<file path="config.mk">
export PLATFORM = sky130hd
export DESIGN_NAME = mfm_track_decoder_with_sum_check_flat
export DESIGN_NICKNAME = d
export VERILOG_FILES = /design/src/rtl/mtd_pkg.sv /design/src/rtl/mtd_in_if.sv /design/src/rtl/mtd_out_if.sv /design/src/rtl/mfm_track_decoder_with_sum_check.sv /design/src/flat_wrapper.sv
export VERILOG_INCLUDE_DIRS = /design/src /design/src/rtl
export SDC_FILE = /design/constraint.sdc
export NUM_CORES = 1
export LEC_CHECK = 0
export ABC_AREA = 1
export BUFFER_PORTS_ARGS = -buffer_cell sky130_fd_sc_hd__buf_2
export CORE_ASPECT_RATIO = 0.7
export CORE_MARGIN = 1
export CORE_UTILIZATION = 55
export CTS_CLUSTER_SIZE = 12
export DETAILED_ROUTE_END_ITERATION = 6
export GPL_TIMING_DRIVEN = 0
export PLACE_DENSITY = 0.73
export RECOVER_POWER = 50
export SYNTH_ARGS = -nofsm -noshare
export SYNTH_HDL_FRONTEND = slang
export SYNTH_SLANG_ARGS = --single-unit
</file>
<file path="constraint.sdc">
create_clock -name i_clk -period 7.3 [get_ports i_clk]
set_input_delay 0.73 -clock i_clk [delete_from_list [all_inputs] [get_ports i_clk]]
set_output_delay 0.73 -clock i_clk [all_outputs]
set_load 0.01 [all_outputs]
</file>
<file path="src/rtl/assert_macros.svh">
// Assertion macros shared by the RTL of the MFM track decoder.
// No dependencies; included by files that carry concurrent checks.
`ifndef ASSERT_MACROS_SVH
`define ASSERT_MACROS_SVH

// Checked property, disabled while reset is asserted (active-low reset).
`define ASSERT_RST(label, clk, rst_n, prop) \
    label: assert property (@(posedge clk) disable iff (!(rst_n)) (prop)) \
        else $error("assertion failed under reset qualifier");

// Checked property, evaluated at every rising clock edge, reset included.
`define ASSERT_ALWAYS(label, clk, prop) \
    label: assert property (@(posedge clk) (prop)) \
        else $error("assertion failed");

`endif

</file>
<file path="src/rtl/mtd_pkg.sv">
// Constants and result codes for the MFM track decoder.
// No dependencies; imported by mtd_out_if and the top level.
`default_nettype none

package mtd_pkg;

    localparam int MaxWords = 2048;
    localparam int WcW      = $clog2(MaxWords);
    localparam int TwW      = 12;
    localparam int WordW    = 32;
    localparam int BitCntW  = 6;
    localparam int IdxW     = 11;

    localparam logic [WordW-1:0] SyncWord = 32'haaaa4425;
    localparam logic [WordW-1:0] MfmMask  = 32'h55555555;
    localparam logic [WordW-1:0] SumBias  = 32'd4;

    localparam logic [TwW-1:0]   TrackWordsRst  = 12'd1562;
    localparam logic [WordW-1:0] ExpectedSumRst = 32'hab5de67a;

    // r_bit value on the transfer that completes the odd or even half
    localparam logic [BitCntW-1:0] OddDone  = 6'd31;
    localparam logic [BitCntW-1:0] EvenDone = 6'd63;

    typedef enum logic [1:0] {
        KIND_DATA = 2'd0,
        KIND_GOOD = 2'd1,
        KIND_BAD  = 2'd2,
        KIND_END  = 2'd3
    } t_kind;

    typedef enum logic {
        CFG_TRACK_WORDS  = 1'b0,
        CFG_EXPECTED_SUM = 1'b1
    } t_cfg_index;

endpackage

`default_nettype wire

</file>
<file path="src/rtl/mtd_in_if.sv">
// Raw bit stream channel: valid/ready plus one raw MFM bit and an end flag.
// No dependencies.
`default_nettype none

interface mtd_in_if;
    logic valid;
    logic ready;
    logic raw_bit;
    logic stream_end;

    modport source (output valid, output raw_bit, output stream_end, input ready);
    modport sink   (input valid, input raw_bit, input stream_end, output ready);
endinterface

`default_nettype wire

</file>
<file path="src/rtl/mtd_out_if.sv">
// Decoded word channel: valid/ready plus kind, data word and word index.
// Depends on mtd_pkg for the result code type and field widths.
`default_nettype none

interface mtd_out_if import mtd_pkg::*; ();
    logic              valid;
    logic              ready;
    t_kind             kind;
    logic [WordW-1:0]  data_word;
    logic [IdxW-1:0]   word_index;

    modport source (output valid, output kind, output data_word, output word_index,
                    input ready);
    modport sink   (input valid, input kind, input data_word, input word_index,
                    output ready);
endinterface

`default_nettype wire

</file>
<file path="src/rtl/mfm_track_decoder_with_sum_check.sv">
// MFM track decoder: sync search, odd/even word decode, folded-carry sum check.
// Depends on mtd_pkg, mtd_in_if, mtd_out_if and assert_macros.svh.
//
//   port      dir  width  carries
//   i_bits    in   1+1    raw_bit, stream_end
//   o_words   out  2+32+11 kind, data_word, word_index
//   i_cfg_*   in   1+32   register index and write data
//
// One raw bit is taken every cycle while i_bits.ready is high; its result (if any)
// is registered into the output register, or, while that one is held, into a skid
// register behind it that holds one more; i_bits.ready drops only when both are full.
// All per-bit work (shift, sync compare, one folded 32-bit add) is combinational.
// Reset is synchronous, active low; config registers return to their defaults.
`default_nettype none

`include "assert_macros.svh"

module mfm_track_decoder_with_sum_check import mtd_pkg::*; (
    input  wire logic              i_clk,
    input  wire logic              i_rst_n,
    input  wire logic              i_cfg_we,
    input  wire logic              i_cfg_index,
    input  wire logic [WordW-1:0]  i_cfg_data,
    mtd_in_if.sink                 i_bits,
    mtd_out_if.source              o_words
);

    function automatic logic [WordW-1:0] fold_add(input logic [WordW-1:0] a,
                                                  input logic [WordW-1:0] b);
        logic [WordW:0] t;
        t = {1'b0, a} + {1'b0, b};
        return t[WordW-1:0] + {{(WordW-1){1'b0}}, t[WordW]};
    endfunction

    // configuration
    logic [TwW-1:0]   r_track_words;
    logic [WordW-1:0] r_expected_sum;
    logic [WcW-1:0]   len_m1;

    // decoder state
    logic [WordW-1:0]   r_win,  n_win;
    logic               r_coll, n_coll;
    logic [BitCntW-1:0] r_bit,  n_bit;
    logic [WcW-1:0]     r_wc,   n_wc;
    logic [WordW-1:0]   r_odd,  n_odd;
    logic [WordW-1:0]   r_sum,  n_sum;

    // output and skid registers
    logic              r_out_valid;
    t_kind             r_out_kind;
    logic [WordW-1:0]  r_out_data;
    logic [IdxW-1:0]   r_out_idx;
    logic              r_skid_valid;
    t_kind             r_skid_kind;
    logic [WordW-1:0]  r_skid_data;
    logic [IdxW-1:0]   r_skid_idx;

    logic              in_xfer;
    logic              out_xfer;
    logic [WordW-1:0]  shifted;
    logic [WordW-1:0]  decoded;
    logic              last_word;
    logic              res_valid;
    t_kind             res_kind;
    logic [WordW-1:0]  res_data;
    logic [IdxW-1:0]   res_idx;

    assign i_bits.ready       = !r_skid_valid;
    assign in_xfer            = i_bits.valid && !r_skid_valid;
    assign out_xfer           = r_out_valid && o_words.ready;
    assign o_words.valid      = r_out_valid;
    assign o_words.kind       = r_out_kind;
    assign o_words.data_word  = r_out_data;
    assign o_words.word_index = r_out_idx;

    // effective track length minus one, clamped to 1..MaxWords
    always_comb begin
        if (r_track_words == '0) begin
            len_m1 = '0;
        end else if (r_track_words > TwW'(MaxWords)) begin
            len_m1 = WcW'(MaxWords - 1);
        end else begin
            len_m1 = WcW'(r_track_words - TwW'(1));
        end
    end

    assign shifted   = {r_win[WordW-2:0], i_bits.raw_bit};
    assign decoded   = ((r_odd & MfmMask) << 1) | (shifted & MfmMask);
    assign last_word = (r_wc >= len_m1);

    always_comb begin
        n_win     = r_win;
        n_coll    = r_coll;
        n_bit     = r_bit;
        n_wc      = r_wc;
        n_odd     = r_odd;
        n_sum     = r_sum;
        res_valid = 1'b0;
        res_kind  = KIND_DATA;
        res_data  = decoded;
        res_idx   = IdxW'(r_wc);
        if (in_xfer) begin
            if (i_bits.stream_end) begin
                res_valid = 1'b1;
                res_kind  = KIND_END;
                res_data  = '0;
                n_win     = '0;
                n_coll    = 1'b0;
                n_bit     = '0;
                n_wc      = '0;
                n_odd     = '0;
                n_sum     = '0;
            end else begin
                n_win = shifted;
                if (!r_coll) begin
                    // run state is already clear while searching
                    if (shifted == SyncWord) begin
                        n_coll = 1'b1;
                    end
                end else begin
                    n_bit = r_bit + BitCntW'(1);
                    if (r_bit == OddDone) begin
                        n_odd = shifted;
                        n_sum = fold_add(r_sum, shifted);
                    end else if (r_bit == EvenDone) begin
                        res_valid = 1'b1;
                        if (!last_word) begin
                            res_kind = KIND_DATA;
                            n_sum    = fold_add(r_sum, shifted);
                            n_wc     = r_wc + WcW'(1);
                        end else begin
                            res_kind = ((r_sum + SumBias) == r_expected_sum) ?
                                       KIND_GOOD : KIND_BAD;
                            n_coll   = 1'b0;
                            n_bit    = '0;
                            n_wc     = '0;
                            n_odd    = '0;
                            n_sum    = '0;
                        end
                    end
                end
            end
        end
    end

    always_ff @(posedge i_clk) begin
        if (!i_rst_n) begin
            r_track_words  <= TrackWordsRst;
            r_expected_sum <= ExpectedSumRst;
            r_win          <= '0;
            r_coll         <= 1'b0;
            r_bit          <= '0;
            r_wc           <= '0;
            r_odd          <= '0;
            r_sum          <= '0;
        end else begin
            if (i_cfg_we) begin
                case (t_cfg_index'(i_cfg_index))
                    CFG_TRACK_WORDS:  r_track_words  <= i_cfg_data[TwW-1:0];
                    CFG_EXPECTED_SUM: r_expected_sum <= i_cfg_data;
                    default: ;
                endcase
            end
            r_win  <= n_win;
            r_coll <= n_coll;
            r_bit  <= n_bit;
            r_wc   <= n_wc;
            r_odd  <= n_odd;
            r_sum  <= n_sum;
        end
    end

    // output register with a one-deep skid behind it
    always_ff @(posedge i_clk) begin
        if (!i_rst_n) begin
            r_out_valid  <= 1'b0;
            r_skid_valid <= 1'b0;
        end else if (r_skid_valid) begin
            if (out_xfer) begin
                r_out_valid  <= 1'b1;
                r_skid_valid <= 1'b0;
            end
        end else if (res_valid) begin
            if (!r_out_valid || out_xfer) begin
                r_out_valid <= 1'b1;
            end else begin
                r_skid_valid <= 1'b1;
            end
        end else if (out_xfer) begin
            r_out_valid <= 1'b0;
        end
    end

    always_ff @(posedge i_clk) begin
        if (r_skid_valid) begin
            if (out_xfer) begin
                r_out_kind <= r_skid_kind;
                r_out_data <= r_skid_data;
                r_out_idx  <= r_skid_idx;
            end
        end else if (res_valid) begin
            if (!r_out_valid || out_xfer) begin
                r_out_kind <= res_kind;
                r_out_data <= res_data;
                r_out_idx  <= res_idx;
            end else begin
                r_skid_kind <= res_kind;
                r_skid_data <= res_data;
                r_skid_idx  <= res_idx;
            end
        end
    end

    `ASSERT_RST(a_skid_implies_out, i_clk, i_rst_n, r_skid_valid |-> r_out_valid)
    `ASSERT_RST(a_bitcnt_only_collecting, i_clk, i_rst_n, (r_bit != '0) |-> r_coll)
    `ASSERT_RST(a_end_clears, i_clk, i_rst_n,
        (in_xfer && i_bits.stream_end) |=> (!r_coll && r_win == '0 && r_wc == '0))
    `ASSERT_RST(a_skid_held_on_stall, i_clk, i_rst_n,
        (r_skid_valid && !o_words.ready) |=> (r_skid_valid && $stable(r_out_data)))

endmodule

`default_nettype wire
</file>
<file path="src/flat_wrapper.sv">
// flat-port wrapper written by rule: the top's interface ports become plain ports
module mfm_track_decoder_with_sum_check_flat import mtd_pkg::*;
  (i_clk, i_rst_n, i_cfg_we, i_cfg_index, i_cfg_data, i_bits_valid, i_bits_raw_bit, i_bits_stream_end, i_bits_ready, o_words_valid, o_words_kind, o_words_data_word, o_words_word_index, o_words_ready);
  mtd_in_if i_bits_i ();
  mtd_out_if o_words_i ();
  input  wire logic i_clk;
  input  wire logic i_rst_n;
  input  wire logic i_cfg_we;
  input  wire logic i_cfg_index;
  input  wire logic [WordW-1:0] i_cfg_data;
  input wire logic [$bits(i_bits_i.valid)-1:0] i_bits_valid;
  input wire logic [$bits(i_bits_i.raw_bit)-1:0] i_bits_raw_bit;
  input wire logic [$bits(i_bits_i.stream_end)-1:0] i_bits_stream_end;
  output wire logic [$bits(i_bits_i.ready)-1:0] i_bits_ready;
  output wire logic [$bits(o_words_i.valid)-1:0] o_words_valid;
  output wire logic [$bits(o_words_i.kind)-1:0] o_words_kind;
  output wire logic [$bits(o_words_i.data_word)-1:0] o_words_data_word;
  output wire logic [$bits(o_words_i.word_index)-1:0] o_words_word_index;
  input wire logic [$bits(o_words_i.ready)-1:0] o_words_ready;
  assign i_bits_i.valid = i_bits_valid;
  assign i_bits_i.raw_bit = i_bits_raw_bit;
  assign i_bits_i.stream_end = i_bits_stream_end;
  assign i_bits_ready = i_bits_i.ready;
  assign o_words_valid = o_words_i.valid;
  assign o_words_kind = o_words_i.kind;
  assign o_words_data_word = o_words_i.data_word;
  assign o_words_word_index = o_words_i.word_index;
  assign o_words_i.ready = o_words_ready;
  mfm_track_decoder_with_sum_check u_core (.i_clk(i_clk), .i_rst_n(i_rst_n), .i_cfg_we(i_cfg_we), .i_cfg_index(i_cfg_index), .i_cfg_data(i_cfg_data), .i_bits(i_bits_i), .o_words(o_words_i));
endmodule
</file>
Yosys cells after proc, flatten, opt, wreduce, memory -nomap -nowiden:

Cells that the tools add are included.
Widths: inputs -> output; s select.

* register bits: 248

* reductions and logical operators: 22
* bitwise gates (word level): 4
* multiplexer cells: 64
* eq/ne operators: 7
* add/sub/neg operators: 6
* magnitude comparators: 2

Operators with widths (count)
* $mux 32: 11
* $mux 31: 6
* $mux 11: 11
* $add 32x32->33: 1
* $add 32x1->32: 1
* $add 32x3->32 const B: 1
* $eq 32x32->1: 1
* $eq 32x32->1 const B: 1
* $or 32x31->32: 1
* $mux 6: 5
* $mux 2: 11
* $mux 1: 20
* $gt 12x12->1 const B: 1
* $logic_not 12->1: 1
* $reduce_and 3->1: 4
* $add 11x1->11 const B: 1
* $ge 11x11->1: 1
* $sub 11x1->11 const B: 1
* $reduce_bool 2->1: 5
* $reduce_and 4->1: 2
* $add 6x1->6 const B: 1
* $eq 6x5->1 const B: 1
* $eq 6x6->1 const B: 1
* $reduce_and 2->1: 3
* 7 further kinds: 13

Depth between registers and ports, before layout:

* depth after elaboration: 13
* gate-level depth with buffers: 29
* depth with buffers taken out: 29

Least setup slack after synthesis:

Ideal clock, no wire load.

* path kind: input to register
* start point: input port i_bits_stream_end
* end point: register u_core.r_skid_data[0], enable pin
* setup slack: 3443 ps
* library setup time: 448 ps
* cell stages on the path: 6
* arrival time: 3409 ps
* required time: 6852 ps
* cell sequence: clkbuf_1 inv_1 nor2_1 nor2_1 clkbuf_1 nor2_1

* longest elaborated chain between the ends: 3

RTL lines
* from (decl): line flat_wrapper.sv:13 `input wire logic [$bits(i_bits_i.stream_end)-1:0] i_bits_stream_end;`
* $mux 1: line mfm_track_decoder_with_sum_check.sv:103 `if (i_bits.stream_end) begin`
* $mux 1: line mfm_track_decoder_with_sum_check.sv:102 `if (in_xfer) begin`
* $reduce_and 3->1 (no source line)
* to (signal assigned): line mfm_track_decoder_with_sum_check.sv:208 `r_skid_data <= res_data;`
* to (decl): line mfm_track_decoder_with_sum_check.sv:55 `logic [WordW-1:0] r_skid_data;`

Every way passes these cells.
A chain may end at the register's enable or synchronous reset.

Worst setup path in the final report:

* start point: register u_core.r_track_words[0]
* end point: register u_core.r_odd[14]

* longest elaborated chain between the ends: 6
* elaborated cells between the ends (all ways): 8
* classes of those cells: add/sub: 1; order compare: 2; mux: 2; reduce/logical: 3

RTL lines
* from (decl): line mfm_track_decoder_with_sum_check.sv:36 `logic [TwW-1:0] r_track_words;`
* from (signal assigned): line mfm_track_decoder_with_sum_check.sv:148 `r_track_words <= TrackWordsRst;`
* from (signal assigned): line mfm_track_decoder_with_sum_check.sv:159 `CFG_TRACK_WORDS: r_track_words <= i_cfg_data[TwW-1:0];`
* $sub 11x1->11 or $gt 12x12->1 (tied branches): line mfm_track_decoder_with_sum_check.sv:83, mfm_track_decoder_with_sum_check.sv:80
* $mux 11: line mfm_track_decoder_with_sum_check.sv:80 `end else if (r_track_words > TwW'(MaxWords)) begin`
* $mux 11 (*): line mfm_track_decoder_with_sum_check.sv:78 `if (r_track_words == '0) begin`
* $ge 11x11->1 (*): line mfm_track_decoder_with_sum_check.sv:89 `assign last_word = (r_wc >= len_m1);`
* $reduce_bool 3->1 (no source line) (*)
* $reduce_and 4->1 (no source line) (*)
* to (signal assigned): line mfm_track_decoder_with_sum_check.sv:168 `r_odd <= n_odd;`
* to (decl): line mfm_track_decoder_with_sum_check.sv:45 `logic [WordW-1:0] r_odd, n_odd;`

Every way passes the cells marked *; elsewhere a longest branch is shown, timed or not.

==> summary.md <==
| Metric | Value |
|---|---|
| Outcome | `finished, violations left` |
| Violated checks | `design-rule violations` |
| Slew margin rel. | `35.6%` |
| Number of synthesized flops with an enable pin | `90` |
| CP required | `7.73 ns` |
| Num Clock Sinks | `233` |
| Fillers | `2335` |
| Worst Max-Slew Pin Slew | `0.964 ns` |
| Global route overflow | `0` |
| Wirelength per Cell | `16.1 um` |
| Top cells by area in the synthesized netlist | `dfxtp_1, edfxtp_1, nand2_1` |
| Largest net degree at the start of global routing | `46` |
| Worst Path Max Fanout | `10` |
| Synth top area share | `20.4%` |
| Iter 0 DRT Violations | `1273` |
| Area grow syn2layout | `11.1%` |
| Htree depth | `1` |
| CTS tree | `yes` |
| Total Routing Usage GR | `30.2%` |
| Hold Crit Start | `i_cfg_data[29]` |
| Chip height | `136 um` |
| IO buf count | `85` |
| CP max stage cell | `nor2_1` |
| Yosys reg bits | `233` |
| Final slew viol count | `0` |
| Worst hold path type | `in -> reg` |
| Post-synthesis async set-or-reset flop share | `0%` |
| Worst Hold Depth | `3` |
| Worst reg2reg startpoint | `u_core.r_track_words[0]` |
| Hold EP | `u_core.r_expected_sum[29]` |
| Starting Density | `56.4%` |
| Critical path class | `reg -> reg` |
| Post-synthesis cell type count | `49` |
| Min cycle time layout | `4.57 ns` |
| Gpl congestion | `0.995` |
| Clock transition at path regs | `0.06 ns` |
| Yosys top cell by area | `dfxtp_1` |
| Leakage power | `6.98 nW` |
| Number of remaining DRC errors | `6` |
| CTS Root Cell | `clkbuf_16` |
| Initial antenna violation count | `1` |
| DRT Wirelength | `39500 um` |
| Final #Nets | `2196` |
| Synth Cell Area | `14000 um^2` |
| Worst-case clock skew | `0.0290 ns` |
| Syn nets | `2084` |
| CP endpoint kind | `flip-flop` |
| Antenna diodes | `0` |
| I/O pins | `87` |
| First-pass GRT wire length | `61800 um` |
| Row count | `48` |
| Crit-path max cell delay | `0.51 ns` |
| Cells after Synth | `1994` |
| P per Cell Area | `177 nW/um^2` |
| Max VDD drop | `0.168 mV` |
| Total Neg Setup Slack | `0 ns` |
| Vias | `13.2k` |
| Synth warnings | `0` |
| Crit path DAT | `4.99 ns` |
| CTS Buffer Depth | `3` |
| Die area | `26100 um^2` |
| Count of final hold-check violations | `0` |
| Hold buffer count at cts | `0` |
| Cts bufs inserted | `24` |
| Clock latency on the worst-skew pair | `0.53 ns` |
| Layout cell share with drive strength beyond 1 | `8.11%` |
| First-pass DRT Iterations | `7` |
| Top cell by count, worst path | `nor2_1` |
| Post-synthesis sequential area ratio | `39.7%` |
| Maxcap violations | `0` |
| Ys flop type | `dfxtp_1` |
| RSZ-0062 raised after global routing | `no` |
| R2r worst-path depth | `27` |
| Peak Freq | `219 MHz` |
| Startpoint types | `flip-flop` |
| Final Power | `2.75 mW` |
| Critical R2R Capture | `u_core.r_odd[14]` |
| Number of post-CTS setup repair buffers | `0` |
| Vias in the first global route | `11.9k` |
| Avg Inst Size Synth | `7.03 um^2` |
| Crit share post-route | `62.6%` |
| Chip width | `193 um` |
| Core area | `24900 um^2` |
| R2r setup slk | `2.73 ns` |
| HPWL Detailed | `31300 um` |
| Vias/cell | `5.40` |
| Final Setup Violations | `0` |
| Post-CTS sizing | `0` |
| DRT antenna net count | `0` |
[stage by stage]
step	hold WS [ns]	util, %	setup WS [ns]	instance area [um^2]	std cells
floorplan	0.437	-	3.44	14000	1994
global placement	0.454	59.7	2.06	14900	2404
detailed placement	0.458	59.9	2.31	14900	2405
CTS	0.391	62.9	2.77	15600	2447
global route	0.406	62.6	2.24	15600	2447
finish	0.398	62.6	2.73	15600	2447
[cell type report]
class | count | area, um^2 | area share (%)
clock inverter | 2 | 46.3 | 0.297
sequential | 233 | 5570 | 35.7
buffer | 51 | 206 | 1.33
tap | 325 | 407 | 2.61
timing repair buffer | 86 | 384 | 2.47
inverter | 261 | 980 | 6.29
multi-input combinational | 1449 | 7280 | 46.7
clock buffer | 40 | 711 | 4.56
[cells in the final DEF (no fill, tap or decap), types with 42 or more instances in the layout]
cell / count
nand3_1: 149
inv_1: 234
clkbuf_1: 103
nand2_1: 664
nor2_1: 157
o21ai_0: 99
ha_1: 49
a21oi_1: 95
edfxtp_1: 90
xor2_1: 53
buf_2: 42
dfxtp_1: 143
[report_power, final]
part | switching, mW | internal (mW) | leakage [nW]
clock | 0.491 | 0.695 | 0.366
sequential | 0.0204 | 1.38 | 2.01
combinational | 0.110 | 0.0547 | 4.60
total | 0.622 | 2.13 | 6.98
[Yosys cell counts, types with 4 or more instances]
cell / n
nand2_1: 664
inv_1: 235
nor2_1: 158
nand3_1: 149
dfxtp_1: 143
o21ai_0: 99
a21oi_1: 95
edfxtp_1: 90
xor2_1: 53
ha_1: 49
clkbuf_1: 40
nand4_1: 28
inv_2: 23
nand2_2: 21
nor3_1: 18
xnor2_1: 17
nor2_2: 14
nand3_2: 9
nor2_4: 9
buf_2: 8
nor4_1: 7
o21ai_1: 5
o22ai_1: 5
or2_2: 5
nand2_4: 4
nand3b_1: 4
o211ai_1: 4
o21bai_1: 4
[worst max-delay path: cells and delay by family, from the launching register on]
kind,cells,cell delay (ns)
and+or+nand+nor,13,1.99
AOI/OAI and AO/OA,5,0.95
DFF,1,0.30
buffers and inverters,7,0.73
adders and majority gates,2,0.49
[flip-flops by register name, summed over array words and instances (netlist names)]
name / count
u_core.r_track_words: 12
u_core.r_sum: 32
u_core.r_wc: 11
u_core.r_bit: 6
u_core.r_skid_valid: 1
u_core.r_skid_data: 32
u_core.r_win: 31
u_core.o_words.data_word: 32
u_core.o_words.kind: 2
u_core.o_words.word_index: 11
u_core.r_expected_sum: 32
u_core.r_skid_kind: 2
u_core.r_coll: 1
u_core.r_odd: 16
u_core.r_skid_idx: 11
u_core.o_words.valid: 1
[layer usage]
layer	GRT usage (%)	up-vias	wire (um)
li1	-	6638	-
met1	47.2	6041	19400
met2	42.6	500	15600
met3	5.98	43	3930
met4	5.51	0	553
met5	0	-	0
[cell families after synthesis]
group | Yosys count | synth area share [%]
XOR/XNOR | 70 | 4.37
buffers and inverters | 312 | 8.48
flip-flops | 233 | 39.7
adder cells (fa/ha/maj) | 50 | 4.51
AND/OR/NAND/NOR | 1099 | 34.2
AO/OA/AOI/OAI | 230 | 8.80
[worst max-delay path by stage]
| stage | start | end | depth (start not counted) |
|---|---|---|---|
| detailed placement | i_bits_raw_bit | u_core.r_sum[20] | 29 |
| floorplan | i_bits_stream_end | u_core.r_skid_data[0] | 6 |
| global placement | i_bits_valid | u_core.r_skid_data[23] | 8 |
| finish | u_core.r_track_words[0] | u_core.r_odd[14] | 27 |
| CTS | u_core.r_sum[0] | u_core.r_sum[20] | 28 |
| global route | u_core.r_track_words[0] | u_core.r_odd[14] | 27 |
No activity file was read; power rests on OpenSTA's default activity.
